`src/rtl/core/rjf_pkg.sv`:
```
// Package for the RTCM / JSON stream framer: mode and event codes,
// protocol byte constants and the per-byte result record.
// No dependencies.
`timescale 1ns / 1ps

package rjf_pkg;

    localparam logic [7:0] SYNC_BYTE   = 8'hD3;
    localparam logic [7:0] OPEN_BRACE  = 8'h7B;
    localparam logic [7:0] CLOSE_BRACE = 8'h7D;

    localparam int unsigned RTCM_OVERHEAD = 6;
    localparam int unsigned LEN_HIGH_POS  = 2;
    localparam int unsigned LEN_LOW_POS   = 3;

    // Width of a frame position wide enough for any buffer size in range
    localparam int unsigned POS_W        = 17;
    localparam int unsigned PAYLOAD_W    = 16;
    localparam int unsigned FRAME_BYTES_W = 11;

    typedef enum logic [1:0] {
        MODE_IDLE = 2'd0,
        MODE_RTCM = 2'd1,
        MODE_JSON = 2'd2
    } mode_t;

    typedef enum logic [2:0] {
        EV_DROP         = 3'd0,
        EV_RTCM         = 3'd1,
        EV_RTCM_END     = 3'd2,
        EV_RTCM_LONG    = 3'd3,
        EV_RTCM_OVERRUN = 3'd4,
        EV_JSON         = 3'd5,
        EV_JSON_END     = 3'd6,
        EV_OVERFLOW     = 3'd7
    } event_t;

    typedef struct packed {
        logic [7:0]               byte_out;
        logic                     forward_gnss;
        logic                     json_member;
        logic                     frame_start;
        event_t                   event_res;
        logic                     frame_last;
        logic [FRAME_BYTES_W-1:0] frame_bytes;
    } result_t;

endpackage

```
`src/rtl/core/rjf_step.sv`:
```
// Framing state and the combinational decision for one received byte.
// Depends on rjf_pkg.
`timescale 1ns / 1ps

module rjf_step #(
    parameter int unsigned BUFFER_BYTES = 1024,
    parameter int unsigned MAX_PAYLOAD  = 1023
) (
    input  logic              clk,
    input  logic              rst_n,
    input  logic              step_en,
    input  logic [7:0]        rx_byte,
    output rjf_pkg::result_t  result
);

    localparam int unsigned CNT_W = $clog2(BUFFER_BYTES + 1);

    rjf_pkg::mode_t                    mode_reg, mode_next;
    logic [CNT_W-1:0]                  count_reg, count_next;
    logic [rjf_pkg::PAYLOAD_W-1:0]     payload_len_reg, payload_len_next;
    logic [7:0]                        len_high_reg, len_high_next;
    logic [7:0]                        open_reg, open_next;
    logic [7:0]                        close_reg, close_next;

    logic [CNT_W-1:0]                  count_inc;
    logic [rjf_pkg::POS_W-1:0]         pos;
    logic [rjf_pkg::POS_W-1:0]         end_pos;
    logic [rjf_pkg::PAYLOAD_W-1:0]     length_val;
    logic                              closed;

    always_ff @(posedge clk or negedge rst_n)
    begin
        if (!rst_n)
        begin
            mode_reg        <= rjf_pkg::MODE_IDLE;
            count_reg       <= '0;
            payload_len_reg <= '0;
            len_high_reg    <= '0;
            open_reg        <= '0;
            close_reg       <= '0;
        end
        else if (step_en)
        begin
            mode_reg        <= mode_next;
            count_reg       <= count_next;
            payload_len_reg <= payload_len_next;
            len_high_reg    <= len_high_next;
            open_reg        <= open_next;
            close_reg       <= close_next;
        end
    end

    always_comb
    begin
        mode_next        = mode_reg;
        count_next       = count_reg;
        payload_len_next = payload_len_reg;
        len_high_next    = len_high_reg;
        open_next        = open_reg;
        close_next       = close_reg;
        closed           = 1'b0;

        count_inc  = count_reg + CNT_W'(1);
        pos        = rjf_pkg::POS_W'(count_inc);
        end_pos    = rjf_pkg::POS_W'(payload_len_reg)
                   + rjf_pkg::POS_W'(rjf_pkg::RTCM_OVERHEAD);
        length_val = {len_high_reg, rx_byte};

        result.byte_out     = rx_byte;
        result.forward_gnss = 1'b0;
        result.json_member  = 1'b0;
        result.frame_start  = 1'b0;
        result.event_res    = rjf_pkg::EV_DROP;
        result.frame_last   = 1'b0;
        result.frame_bytes  = pos[rjf_pkg::FRAME_BYTES_W-1:0];

        case (mode_reg)
            rjf_pkg::MODE_RTCM:
            begin
                count_next          = count_inc;
                result.forward_gnss = 1'b1;
                result.event_res    = rjf_pkg::EV_RTCM;
                if (pos == rjf_pkg::POS_W'(rjf_pkg::LEN_HIGH_POS))
                begin
                    len_high_next = rx_byte;
                end
                if (pos == rjf_pkg::POS_W'(rjf_pkg::LEN_LOW_POS))
                begin
                    payload_len_next = length_val;
                    if (length_val > rjf_pkg::PAYLOAD_W'(MAX_PAYLOAD))
                    begin
                        result.event_res = rjf_pkg::EV_RTCM_LONG;
                        payload_len_next = '0;
                        closed           = 1'b1;
                    end
                end
                else if (pos == end_pos)
                begin
                    result.event_res = rjf_pkg::EV_RTCM_END;
                    payload_len_next = '0;
                    closed           = 1'b1;
                end
                else if (pos > end_pos)
                begin
                    result.event_res = rjf_pkg::EV_RTCM_OVERRUN;
                    payload_len_next = '0;
                    closed           = 1'b1;
                end
            end
            rjf_pkg::MODE_JSON:
            begin
                count_next         = count_inc;
                result.json_member = 1'b1;
                result.event_res   = rjf_pkg::EV_JSON;
                if (rx_byte == rjf_pkg::OPEN_BRACE)
                begin
                    open_next = open_reg + 8'd1;
                end
                else if (rx_byte == rjf_pkg::CLOSE_BRACE)
                begin
                    close_next = close_reg + 8'd1;
                end
                if (open_next == close_next)
                begin
                    result.event_res = rjf_pkg::EV_JSON_END;
                    closed           = 1'b1;
                end
            end
            default:
            begin
                result.frame_bytes = '0;
                if (rx_byte == rjf_pkg::SYNC_BYTE)
                begin
                    mode_next           = rjf_pkg::MODE_RTCM;
                    count_next          = CNT_W'(1);
                    result.forward_gnss = 1'b1;
                    result.frame_start  = 1'b1;
                    result.event_res    = rjf_pkg::EV_RTCM;
                    result.frame_bytes  = rjf_pkg::FRAME_BYTES_W'(1);
                end
                else if (rx_byte == rjf_pkg::OPEN_BRACE)
                begin
                    mode_next          = rjf_pkg::MODE_JSON;
                    count_next         = CNT_W'(1);
                    open_next          = 8'd1;
                    close_next         = 8'd0;
                    result.json_member = 1'b1;
                    result.frame_start = 1'b1;
                    result.event_res   = rjf_pkg::EV_JSON;
                    result.frame_bytes = rjf_pkg::FRAME_BYTES_W'(1);
                end
                else
                begin
                    mode_next  = rjf_pkg::MODE_IDLE;
                    count_next = '0;
                end
            end
        endcase

        // drop an open frame that fills the buffer
        if ((mode_reg == rjf_pkg::MODE_RTCM || mode_reg == rjf_pkg::MODE_JSON) && !closed
            && pos >= rjf_pkg::POS_W'(BUFFER_BYTES))
        begin
            result.event_res = rjf_pkg::EV_OVERFLOW;
            closed           = 1'b1;
        end

        if (closed)
        begin
            result.frame_last = 1'b1;
            mode_next         = rjf_pkg::MODE_IDLE;
            count_next        = '0;
        end
    end

endmodule

```
`src/rtl/core/rjf_out_reg.sv`:
```
// Result register between the framing logic and the output stream.
// Depends on rjf_pkg.
`timescale 1ns / 1ps

module rjf_out_reg (
    input  logic              clk,
    input  logic              rst_n,
    input  logic              load,
    input  rjf_pkg::result_t  result,
    input  logic              out_ready,
    output logic              can_load,
    output logic              out_valid,
    output rjf_pkg::result_t  out_result
);

    logic              valid_reg, valid_next;
    rjf_pkg::result_t  data_reg;

    assign can_load   = !valid_reg || out_ready;
    assign valid_next = load || (valid_reg && !out_ready);
    assign out_valid  = valid_reg;
    assign out_result = data_reg;

    always_ff @(posedge clk or negedge rst_n)
    begin
        if (!rst_n)
        begin
            valid_reg <= 1'b0;
        end
        else
        begin
            valid_reg <= valid_next;
        end
    end

    always_ff @(posedge clk)
    begin
        if (load)
        begin
            data_reg <= result;
        end
    end

endmodule

```
`src/rtl/core/rtcm_json_stream_framer.sv`:
```
// Top level of the RTCM / JSON stream framer: input register, framing step
// and result register. Depends on rjf_pkg, rjf_step and rjf_out_reg.
`timescale 1ns / 1ps

// Sorts a received byte stream into RTCM frames (opened by 0xD3, length from
// bytes 1 and 2, ended after six bytes plus the payload length) and JSON
// frames (opened by '{', ended when the brace counts match). Every byte comes
// out as one transaction with its routing flags, an event code and the frame
// byte count; tlast marks the byte that ends or discards a frame. One byte is
// taken every clock cycle while the output accepts results. A taken byte is
// held in the input register for the combinational framing step, whose result
// is loaded into the result register that drives the output. Frames that
// reach BUFFER_BYTES bytes without ending there are discarded, as are RTCM
// frames whose length exceeds MAX_PAYLOAD.

module rtcm_json_stream_framer #(
    parameter int unsigned BUFFER_BYTES = 1024,
    parameter int unsigned MAX_PAYLOAD  = 1023
) (
    input  logic        clk,
    input  logic        rst_n,
    input  logic        s_tvalid,
    output logic        s_tready,
    input  logic [7:0]  s_tdata,   // [7:0] rx_byte
    output logic        m_tvalid,
    input  logic        m_tready,
    output logic [23:0] m_tdata,   // [7:0] byte_out, [18:8] frame_bytes, [23:19] zero
    output logic [5:0]  m_tuser,   // [0] forward_gnss, [1] json_member, [2] frame_start,
                                   // [5:3] event_res
    output logic        m_tlast    // frame_last
);

    logic              in_valid_reg, in_valid_next;
    logic [7:0]        in_byte_reg;
    logic              advance;
    logic              out_can_load;
    rjf_pkg::result_t  step_result;
    rjf_pkg::result_t  out_result;

    assign advance       = in_valid_reg && out_can_load;
    assign s_tready      = !in_valid_reg || advance;
    assign in_valid_next = (s_tvalid && s_tready) || (in_valid_reg && !advance);

    always_ff @(posedge clk or negedge rst_n)
    begin
        if (!rst_n)
        begin
            in_valid_reg <= 1'b0;
        end
        else
        begin
            in_valid_reg <= in_valid_next;
        end
    end

    always_ff @(posedge clk)
    begin
        if (s_tvalid && s_tready)
        begin
            in_byte_reg <= s_tdata;
        end
    end

    rjf_step #(
        .BUFFER_BYTES (BUFFER_BYTES),
        .MAX_PAYLOAD  (MAX_PAYLOAD)
    ) u_step (
        .clk     (clk),
        .rst_n   (rst_n),
        .step_en (advance),
        .rx_byte (in_byte_reg),
        .result  (step_result)
    );

    rjf_out_reg u_out_reg (
        .clk        (clk),
        .rst_n      (rst_n),
        .load       (advance),
        .result     (step_result),
        .out_ready  (m_tready),
        .can_load   (out_can_load),
        .out_valid  (m_tvalid),
        .out_result (out_result)
    );

    assign m_tdata = {5'd0, out_result.frame_bytes, out_result.byte_out};
    assign m_tuser = {out_result.event_res, out_result.frame_start,
                      out_result.json_member, out_result.forward_gnss};
    assign m_tlast = out_result.frame_last;

endmodule

```
`config.mk`:
```
export PLATFORM = sky130hd
export DESIGN_NAME = rtcm_json_stream_framer
export DESIGN_NICKNAME = d
export VERILOG_FILES = /design/src/rtl/core/rjf_pkg.sv /design/src/rtl/core/rjf_step.sv /design/src/rtl/core/rjf_out_reg.sv /design/src/rtl/core/rtcm_json_stream_framer.sv
export SDC_FILE = /design/constraint.sdc
export NUM_CORES = 1
export LEC_CHECK = 0
export ABC_CLOCK_PERIOD_IN_PS = 3800
export BUFFER_PORTS_ARGS = -buffer_cell sky130_fd_sc_hd__buf_4
export CAP_MARGIN = 10
export CORE_UTILIZATION = 45
export DETAILED_ROUTE_END_ITERATION = 6
export PLACE_DENSITY = 0.63
export SLEW_MARGIN = 25
export SYNTH_ARGS = -nofsm -noshare
export SYNTH_HDL_FRONTEND = slang
export SYNTH_HIERARCHICAL = 1
export SYNTH_SLANG_ARGS = --single-unit
```
`constraint.sdc`:
```
create_clock -name clk -period 3.8 [get_ports clk]
set_clock_uncertainty 0.2 [all_clocks]
set_input_delay 0 -clock clk [delete_from_list [all_inputs] [get_ports clk]]
set_output_delay 0 -clock clk [all_outputs]
set_load 0.005 [all_outputs]
```
==> flow_summary.json, run 1 <==
{
  "port_buffers": 39,
  "die_h_microns": 108,
  "m1WireLength_microns": 5040,
  "clock_latency_ns": 0.38,
  "critPathArrivalTime_ns": 3.56,
  "synth_cells": 486,
  "dp_hpwl_microns": 7990,
  "synth_edf_count": 34,
  "crit_type": "register to register",
  "largest_register_ffs": 26,
  "dr_wl_met2_microns": 5290,
  "cpLargestDelayFamily": "simple AND/OR/NAND/NOR gates",
  "synth_area_sq_um": 5020,
  "grt_pass1_wl_microns": 18400,
  "final_common_cell": "buf_4",
  "path_clk_slew_ns": 0.09,
  "cap_violations": 0,
  "rsz0062_at_grt": "no",
  "period_share_pct": 95.6,
  "slew_viol_final": 0,
  "drc_errors": 0,
  "synth_area_per_cell_sq_um": 10.3,
  "async_flop_share_pct": 61.8,
  "critPathBufInv": 1,
  "drive_above_1_share_pct": 20.1,
  "grtUsageTotal_pct": 20.7,
  "grt-ovfl-total": 0,
  "die_w_microns": 108,
  "fin_setup_tns_ns": 0,
  "ant_nets": 0,
  "ioPinCount": 45,
  "cp-startpoint": "u_step/count_reg[1]",
  "hp-class": "input pin to async pin",
  "outcome": "complete, no violations",
  "setup_violations": 0,
  "seq_area_frac_synth_pct": 47.7,
  "syn2layout_area_growth_pct": 17.0,
  "crit_required_ns": 3.72,
  "grt_pass1_vias": 3742,
  "end_kind": "register",
  "min_period_ns": 3.63,
  "dr.pass1.iters": 4,
  "antenna_found_initial": 0,
  "design_area_sq_um": 5880,
  "utilization_pct": 54.2,
  "hold_viol_final": 0,
  "ir_drop_uv": 218,
  "grt_max_degree": 56,
  "leakage_nw": 2.56,
  "r2r_start": "u_step/count_reg[1]",
  "path_cells": "ha_1, and4_1, and2_1, and3_1, xor2_2, ha_1, nand3_1, or3_1, and3_1, o21bai_1, buf_4, and2_1, nor2_2, a211o_1",
  "viasPerCell": 5.47,
  "layout_common_cells": "64 x buf_4, 55 x dfrtp_1, 55 x nand2_1, 34 x edfxtp_1, 34 x o21ai_0",
  "finalNetCount": 577,
  "worst_pin_slew_ns": 0.842,
  "setup_slack_ns": 0.167,
  "h-tree-depth": 3,
  "ys_ff_latch": 89,
  "fmax_mhz": 275,
  "cts_buffer_depth": 2,
  "yosysUniqueCellTypes": 68,
  "routed_wl_microns": 11000,
  "core_sq_um": 10800,
  "design.die.area_sq_um": 11600,
  "gp_congestion": 0.889,
  "initial_utilization_pct": 46.3,
  "critPathLaunchType": "register",
  "ys.flop_type": "dfrtp_1",
  "tritoncts": "yes",
  "cp_max_fo": 4,
  "numCtsBuffers": 9,
  "antenna_cells": 0,
  "clockRootBuffer": "clkbuf_8",
  "slowest_stage": "dfrtp_1",
  "cp_slowest_stage_delay_ns": 0.39,
  "place_area_sq_um": 5510,
  "dr.first_iter.drc_count": 131,
  "pre_cts_slack_ns": -0.0414,
  "power_density_nw_per_um2": 327,
  "relSlewSlack_pct": 43.8,
  "detail_route.wl_per_cell_microns": 15.9,
  "hold-worst-slack_ns": 0.00446,
  "synth_warnings": 6,
  "dr_wl_met3_microns": 355,
  "vias": 3782,
  "clock_sinks": 89,
  "top_layer_used": "met4",
  "rows": 38
}
-- stage by stage --
stage / total power [mW] / instances
after global placement: 1.21 / 663
after global routing: 2.00 / 691
after floorplan: 1.14 / 490
final: 1.92 / 691
after CTS: 1.95 / 691
after detailed placement: 1.21 / 663
-- cells by family (layout without fill, tap and decap cells) --
group | count (synthesis) | in the layout | synth area share [%]
DFF | 89 | 89 | 47.7
xor gates and xnor gates | 36 | 36 | 6.55
AOI/OAI and AO/OA | 95 | 95 | 13.0
other | 1 | 5 | 0.0747
muxes | 10 | 10 | 2.19
and+or+nand+nor | 188 | 188 | 20.9
adders and majority gates | 19 | 19 | 4.73
buffers and inverters | 48 | 109 | 4.91
-- cells in the mapped netlist (7+ instances only) --
master	count	area [sq um]
a21oi_1	7	35.0
a22o_1	7	61.3
and2_1	16	100
and3_1	12	75.1
buf_4	14	105
clkbuf_1	11	41.3
dfrtp_1	55	1380
edfxtp_1	34	1020
ha_1	19	238
inv_1	17	63.8
mux2_2	8	90.1
nand2_1	55	206
nand3_1	13	65.1
nand4_1	12	75.1
nor2_1	27	101
nor3_1	9	45.0
o21ai_0	34	170
o31ai_1	11	82.6
xnor2_1	19	166
xor2_1	16	140
-- worst reg2reg max path, stage by stage (launching register included) --
cell	delay, ns
dfrtp_1	0.39
ha_1	0.20
and4_1	0.22
and2_1	0.17
and3_1	0.20
xor2_2	0.17
ha_1	0.37
nand3_1	0.11
or3_1	0.33
and3_1	0.16
o21bai_1	0.19
buf_4	0.15
and2_1	0.14
nor2_2	0.07
a211o_1	0.31
-- power by group --
part,switching (mW),internal [mW]
Sequential,0.0209,1.04
Clock,0.354,0.374
Combinational,0.0748,0.0651
-- repair_timing --
| action | CTS | global route |
|---|---|---|
| buffers inserted | 0 | 0 |
| setup endpoints to repair | 8 | 15 |
| pin swaps | 0 | 1 |
| hold buffers | 12 | 0 |
| hold endpoints to repair | 73 | 0 |
| gates resized for setup | 1 | 6 |
-- final cells by class --
class / instances / area, sq um
timing repair buffer: 76 / 601
sequential: 89 / 2400
clock buffer: 10 / 128
tap: 140 / 175
clock inverter: 6 / 90.1
inverter: 17 / 63.8
fill: 969 / 4960
multi-input combinational: 353 / 2420
-- final timing paths --
| check | end | slack [ns] | cells after the start |
|---|---|---|---|
| hold / removal | u_step/payload_len_reg[13] | 0.004 | 2 |
| setup reg to reg | u_out_reg/out_result[12] | 0.17 | 14 |
| max in group asynchronous | u_step/count_reg[3] | 2.89 | 2 |
| min in group clk | in_byte_reg[4] | 0.14 | 2 |
| hold reg to reg | u_step/payload_len_reg[0] | 0.30 | 2 |
| setup / recovery | u_out_reg/out_result[12] | 0.17 | 14 |
-- layer usage --
layer  track usage (%)  up-vias
li1                  -     1870
met1              26.6     1816
met2              34.2       76
met3              2.97       20
met4              10.5        0
met5                 0        -
(Power assumes the default switching activity.)
==> inputs of run 2 (changes only) <==
--- a/config.mk
+++ b/config.mk
@@ -8,9 +8,10 @@
 export ABC_CLOCK_PERIOD_IN_PS = 3800
 export BUFFER_PORTS_ARGS = -buffer_cell sky130_fd_sc_hd__buf_4
 export CAP_MARGIN = 10
-export CORE_UTILIZATION = 45
+export CORE_MARGIN = 1.5
+export CORE_UTILIZATION = 54
 export DETAILED_ROUTE_END_ITERATION = 6
-export PLACE_DENSITY = 0.63
+export PLACE_DENSITY = 0.73
 export SLEW_MARGIN = 25
 export SYNTH_ARGS = -nofsm -noshare
 export SYNTH_HDL_FRONTEND = slang
==> run 2 against run 1 <==
Net effect: sequential share of layout area is 0.14 points higher; count of clock-buffer cells in the layout is 1 lower; critical path depth is 1 lower; first-iteration DRC count is 33% higher; via count is 3.6% higher; fmax is 1.3% higher; power is 0.59% lower; non-clock buffer count is 1 lower; sequential cell count stayed put; sequential power hardly changed; utilization is 10 points higher; global-route usage is 3.3 points higher; largest cell class unchanged; largest power group unchanged; highest routed layer unchanged.
==> flow_summary.json, run 2 (synthesis gave the netlist of run 1 again) <==
{
  "outcome": "complete, no violations",
  "ioPinCount": 45,
  "rsz0062_at_grt": "no",
  "fill_cells": 736,
  "ant_nets": 0,
  "setup_violations": 0,
  "detail_route.wl_per_cell_microns": 17.0,
  "switchingPower_mw": 0.488,
  "largest_register_ffs": 26,
  "grt_pass1_vias": 3914,
  "clock_latency_ns": 0.37,
  "min_period_ns": 3.59,
  "die_w_microns": 99.4,
  "crit_required_ns": 3.88,
  "critPathLaunchType": "register",
  "core_sq_um": 9110,
  "period_share_pct": 94.4,
  "clock_sinks": 89,
  "antenna_found_initial": 0,
  "dp_hpwl_microns": 7890,
  "cts_buffer_depth": 2,
  "viasPerCell": 5.93,
  "vias": 3919,
  "setup_slack_ns": 0.214,
  "slew_viol_final": 0,
  "gp_congestion": 0.904,
  "p_clk_share_pct": 37.3,
  "hold_viol_final": 0,
  "clockRootBuffer": "clkbuf_8",
  "p_int_mw": 1.43,
  "grt-ovfl-total": 0,
  "antenna_cells": 0,
  "rows": 35,
  "final_common_cell": "buf_4",
  "pre_cts_slack_ns": -0.0618,
  "layout_common_cells": "62 x buf_4, 55 x dfrtp_1, 55 x nand2_1, 34 x edfxtp_1, 33 x o21ai_0",
  "die_h_microns": 99.4,
  "path_clk_slew_ns": 0.10,
  "grtUsageTotal_pct": 24.0,
  "drc_errors": 0,
  "tritoncts": "yes",
  "seq_power_share_pct": 55.3,
  "initial_utilization_pct": 55.1,
  "power_density_nw_per_um2": 327,
  "drive_above_1_share_pct": 20.0,
  "swShare_pct": 25.5,
  "combPwrFrac_pct": 7.4,
  "grt_max_degree": 56,
  "hp-class": "input pin to async pin",
  "grt_pass1_wl_microns": 18700,
  "design.die.area_sq_um": 9890,
  "dr.first_iter.drc_count": 174,
  "leakage_nw": 2.56,
  "worst_pin_slew_ns": 0.848,
  "finalNetCount": 576,
  "dr.pass1.iters": 5,
  "ir_drop_uv": 244,
  "end_kind": "register",
  "crit_type": "register to register",
  "routed_wl_microns": 11200,
  "h-tree-depth": 3,
  "port_buffers": 39,
  "syn2layout_area_growth_pct": 16.6,
  "total_power_mw": 1.91,
  "cp_max_fo": 8,
  "fmax_mhz": 279,
  "relSlewSlack_pct": 43.4,
  "cap_violations": 0,
  "numCtsBuffers": 9,
  "critPathArrivalTime_ns": 3.67
}
run 2: path summary, 6_finish.rpt:
path | start | to | slack (ns) | cells past startpoint
setup / recovery | u_step/count_reg[0] | u_step/count_reg[9] | 0.21 | 13
hold / removal | rst_n | u_step/payload_len_reg[14] | 0.008 | 2
setup reg to reg | u_step/count_reg[0] | u_step/count_reg[9] | 0.21 | 13
hold reg to reg | u_step/payload_len_reg[0] | u_step/payload_len_reg[0] | 0.30 | 2
max in group asynchronous | rst_n | u_step/count_reg[5] | 2.91 | 2
min in group clk | s_tdata[2] | in_byte_reg[2] | 0.14 | 2
run 2: area by class of cell:
| type | instances | area (sq um) | share of cell area [%] |
|---|---|---|---|
| clock inverters | 7 | 92.6 | 1.58 |
| repair buffers | 75 | 606 | 10.3 |
| multi-input cells | 353 | 2440 | 41.6 |
| clock buffers | 9 | 124 | 2.11 |
| well taps | 111 | 139 | 2.37 |
| inverters | 17 | 63.8 | 1.09 |
| flip-flops and latches | 89 | 2400 | 40.9 |
run 2: through the flow:
stage	hold WS (ns)	utilization [%]	cells	cell area (sq um)	setup TNS, ns
2_1_floorplan	-0.496	-	490	5040	0
3_3_place_gp	-0.0966	59.8	630	5450	0
3_5_place_dp	-0.0894	59.8	630	5450	-0.313
4_1_cts	0.0482	63.5	658	5790	0
5_1_grt	0.0948	64.3	661	5860	0
6_report	0.00787	64.3	661	5860	0
run 2: layer usage:
layer,wire length (microns),part of all wire [%],track usage (%)
met1,4700,42,29.1
met3,521,4.6,5.97
met2,5760,51,42.1
met4,238,2.1,7.91
met5,0,0,0
run 2: timing repair:
| action | in CTS | in global routing |
|---|---|---|
| gates resized for setup | 2 | 6 |
| setup endpoints to repair | 9 | 13 |
| hold buffers | 12 | 0 |
| pin swaps | 0 | 1 |
| hold endpoints to repair | 73 | 0 |
| setup buffers | 0 | 3 |
run 2: critical path: stages (launching register included):
cell and delay, ns:
dfrtp_1 0.39, ha_1 0.21, and4_1 0.21, and2_1 0.16, and3_1 0.20, xor2_2 0.16
ha_1 0.34, a2111oi_2 0.36, a21o_1 0.12, and3_1 0.15, o21bai_1 0.13, a211o_4 0.42
or2_4 0.27, o31ai_1 0.19
run 2: power by group through the flow:
stage | Sequential [mW] | Clock [mW] | Combinational, mW
finish | 1.06 | 0.714 | 0.142
global route | 1.06 | 0.767 | 0.155
CTS | 1.06 | 0.730 | 0.143
detailed placement | 1.08 | 0 | 0.132
global placement | 1.08 | 0 | 0.129
floorplan | 1.08 | 0 | 0.0627
==> inputs of run 3 (changes only) <==
--- a/config.mk
+++ b/config.mk
@@ -11,7 +11,7 @@
 export CORE_MARGIN = 1.5
 export CORE_UTILIZATION = 54
 export DETAILED_ROUTE_END_ITERATION = 6
-export PLACE_DENSITY = 0.73
+export PLACE_DENSITY = 0.78
 export SLEW_MARGIN = 25
 export SYNTH_ARGS = -nofsm -noshare
 export SYNTH_HDL_FRONTEND = slang
==> run 3 against run 2 <==
Net effect: clock power down 7.7%; sequential cell count unchanged; fmax down 2.2%; power down 3.0%; sequential power about the same; sequential share of layout area up 0.48 points; count of clock-buffer cells in the layout unchanged; worst hold slack worse by 0.0015 ns; wire length down 5.5%; cell count down 0.61%; non-clock buffer count down 4.
==> flow_summary.json, run 3 (synthesis gave the netlist of run 1 again) <==
{
  "r2r_start": "u_step/count_reg[0]",
  "die_h_microns": 99.4,
  "viasPerCell": 5.79,
  "syn2layout_area_growth_pct": 15.3,
  "r2r_slack_ns": 0.13,
  "r2r_end": "u_step/count_reg[9]",
  "grt_use_met3_pct": 3.79,
  "drc_errors": 0,
  "grt_pass1_vias": 3665,
  "critPathLaunchType": "register",
  "clockRootBuffer": "clkbuf_8",
  "antenna_found_initial": 0,
  "routed_wl_microns": 10600,
  "initial_utilization_pct": 55.1,
  "antenna_cells": 0,
  "grt_max_degree": 56,
  "crit_required_ns": 3.87,
  "finalNonFillerCells": 657,
  "slew_viol_final": 0,
  "dp_cells": 629,
  "fin_setup_tns_ns": 0,
  "relSlewSlack_pct": 40.4,
  "crit_type": "register to register",
  "top_usage_layer": "met2",
  "met2_usage_pct": 39.3,
  "min_period_ns": 3.67,
  "clock_sinks": 89,
  "total_power_mw": 1.86,
  "leakage_nw": 2.53,
  "path_clk_slew_ns": 0.11,
  "fmax_mhz": 273,
  "finalNetCount": 572,
  "design.die.area_sq_um": 9890,
  "hp-class": "input pin to async pin",
  "ioPinCount": 45,
  "core_sq_um": 9110,
  "power_density_nw_per_um2": 320,
  "final_common_cell": "buf_4",
  "dr.first_iter.drc_count": 250,
  "ant_nets": 0,
  "cp_max_fo": 8,
  "die_w_microns": 99.4,
  "tritoncts": "yes",
  "dp_hpwl_microns": 7560,
  "gp_congestion": 0.942,
  "hold_viol_final": 0,
  "utilization_pct": 63.6,
  "design_area_sq_um": 5790,
  "largest_register_ffs": 26,
  "ir_drop_uv": 232,
  "worst_pin_slew_ns": 0.894,
  "h-tree-depth": 3,
  "grt_pass1_wl_microns": 17500,
  "postCtsSetupBuffers": 0,
  "use_met1_pct": 29.2,
  "grt-ovfl-total": 0,
  "detail_route.wl_per_cell_microns": 16.1,
  "layout_common_cells": "59 x buf_4, 55 x dfrtp_1, 55 x nand2_1, 34 x edfxtp_1, 33 x o21ai_0",
  "cap_violations": 0,
  "critPathArrivalTime_ns": 3.74,
  "drive_above_1_share_pct": 19.2,
  "place_area_sq_um": 5440,
  "numCtsBuffers": 9,
  "ff2ff_path_depth": 14,
  "vias": 3806,
  "cts_buffer_depth": 2,
  "outcome": "complete, no violations",
  "dr.pass1.iters": 4,
  "grtUsageTotal_pct": 22.5,
  "end_kind": "register",
  "setup_violations": 0,
  "period_share_pct": 96.5,
  "rows": 35,
  "clock_latency_ns": 0.37,
  "port_buffers": 39
}
## run 3: cell count changes in the layout (fill, tap and decap cells not counted), sizes merged
cell,delta
buf,-4
bufinv,-1
inv,-2
clkinv,+3
## run 3: worst max-delay path by stage
| stage | endpoint | cells after the start | start |
|---|---|---|---|
| 3_3_place_gp | u_step/count_reg[9] | 13 | u_step/count_reg[0] |
| 6_report | u_step/count_reg[9] | 14 | u_step/count_reg[0] |
| 5_1_grt | u_step/count_reg[9] | 14 | u_step/count_reg[0] |
| 2_1_floorplan | u_step/count_reg[9] | 14 | u_step/count_reg[0] |
| 4_1_cts | u_step/count_reg[9] | 13 | u_step/count_reg[0] |
| 3_5_place_dp | u_step/count_reg[9] | 13 | u_step/count_reg[0] |
## run 3: per-layer routing
| layer | share of wire [%] | vias to the layer above |
|---|---|---|
| li1 | - | 1867 |
| met1 | 46 | 1845 |
| met2 | 50 | 83 |
| met3 | 3.3 | 11 |
| met4 | 1.0 | 0 |
| met5 | 0 | - |
## run 3: timing repair
item                                    CTS  global route
endpoints found under the setup margin    0            13
hold buffers                             12             0
hold endpoints to repair                 73             0
resized for setup                         0             6
## run 3: final cells by class
type | instances | area (sq um)
Clock buffer | 9 | 124
Clock inverter | 7 | 83.8
Fill cell | 731 | 3320
Inverter | 17 | 63.8
Multi-Input combinational cell | 353 | 2420
Sequential cell | 89 | 2400
Tap cell | 111 | 139
Timing Repair Buffer | 71 | 563
## run 3: per-stage QoR
step | setup slack, ns | hold WS [ns]
floorplan | 0.0293 | -0.496
global placement | 0.127 | -0.102
finish | 0.134 | 0.00639
detailed placement | 0.0495 | -0.0905
global route | -0.00412 | 0.0854
CTS | 0.0250 | 0.0478
## run 3: critical path, stage by stage (launching register included)
cell,delay [ns]
dfrtp_1,0.39
ha_1,0.21
buf_4,0.16
and3_1,0.22
nand3_1,0.14
xnor2_1,0.17
ha_1,0.30
a211oi_1,0.31
nand2_1,0.13
o211ai_1,0.20
and3_1,0.20
o21bai_2,0.10
a211o_2,0.40
or2_4,0.28
o31ai_1,0.19
## run 3: report_power, final
group          total (mW)  internal (mW)  switching, mW
clock network       0.659          0.265          0.394
logic               0.138         0.0643         0.0734
registers            1.06           1.04         0.0224
total                1.86           1.37          0.490
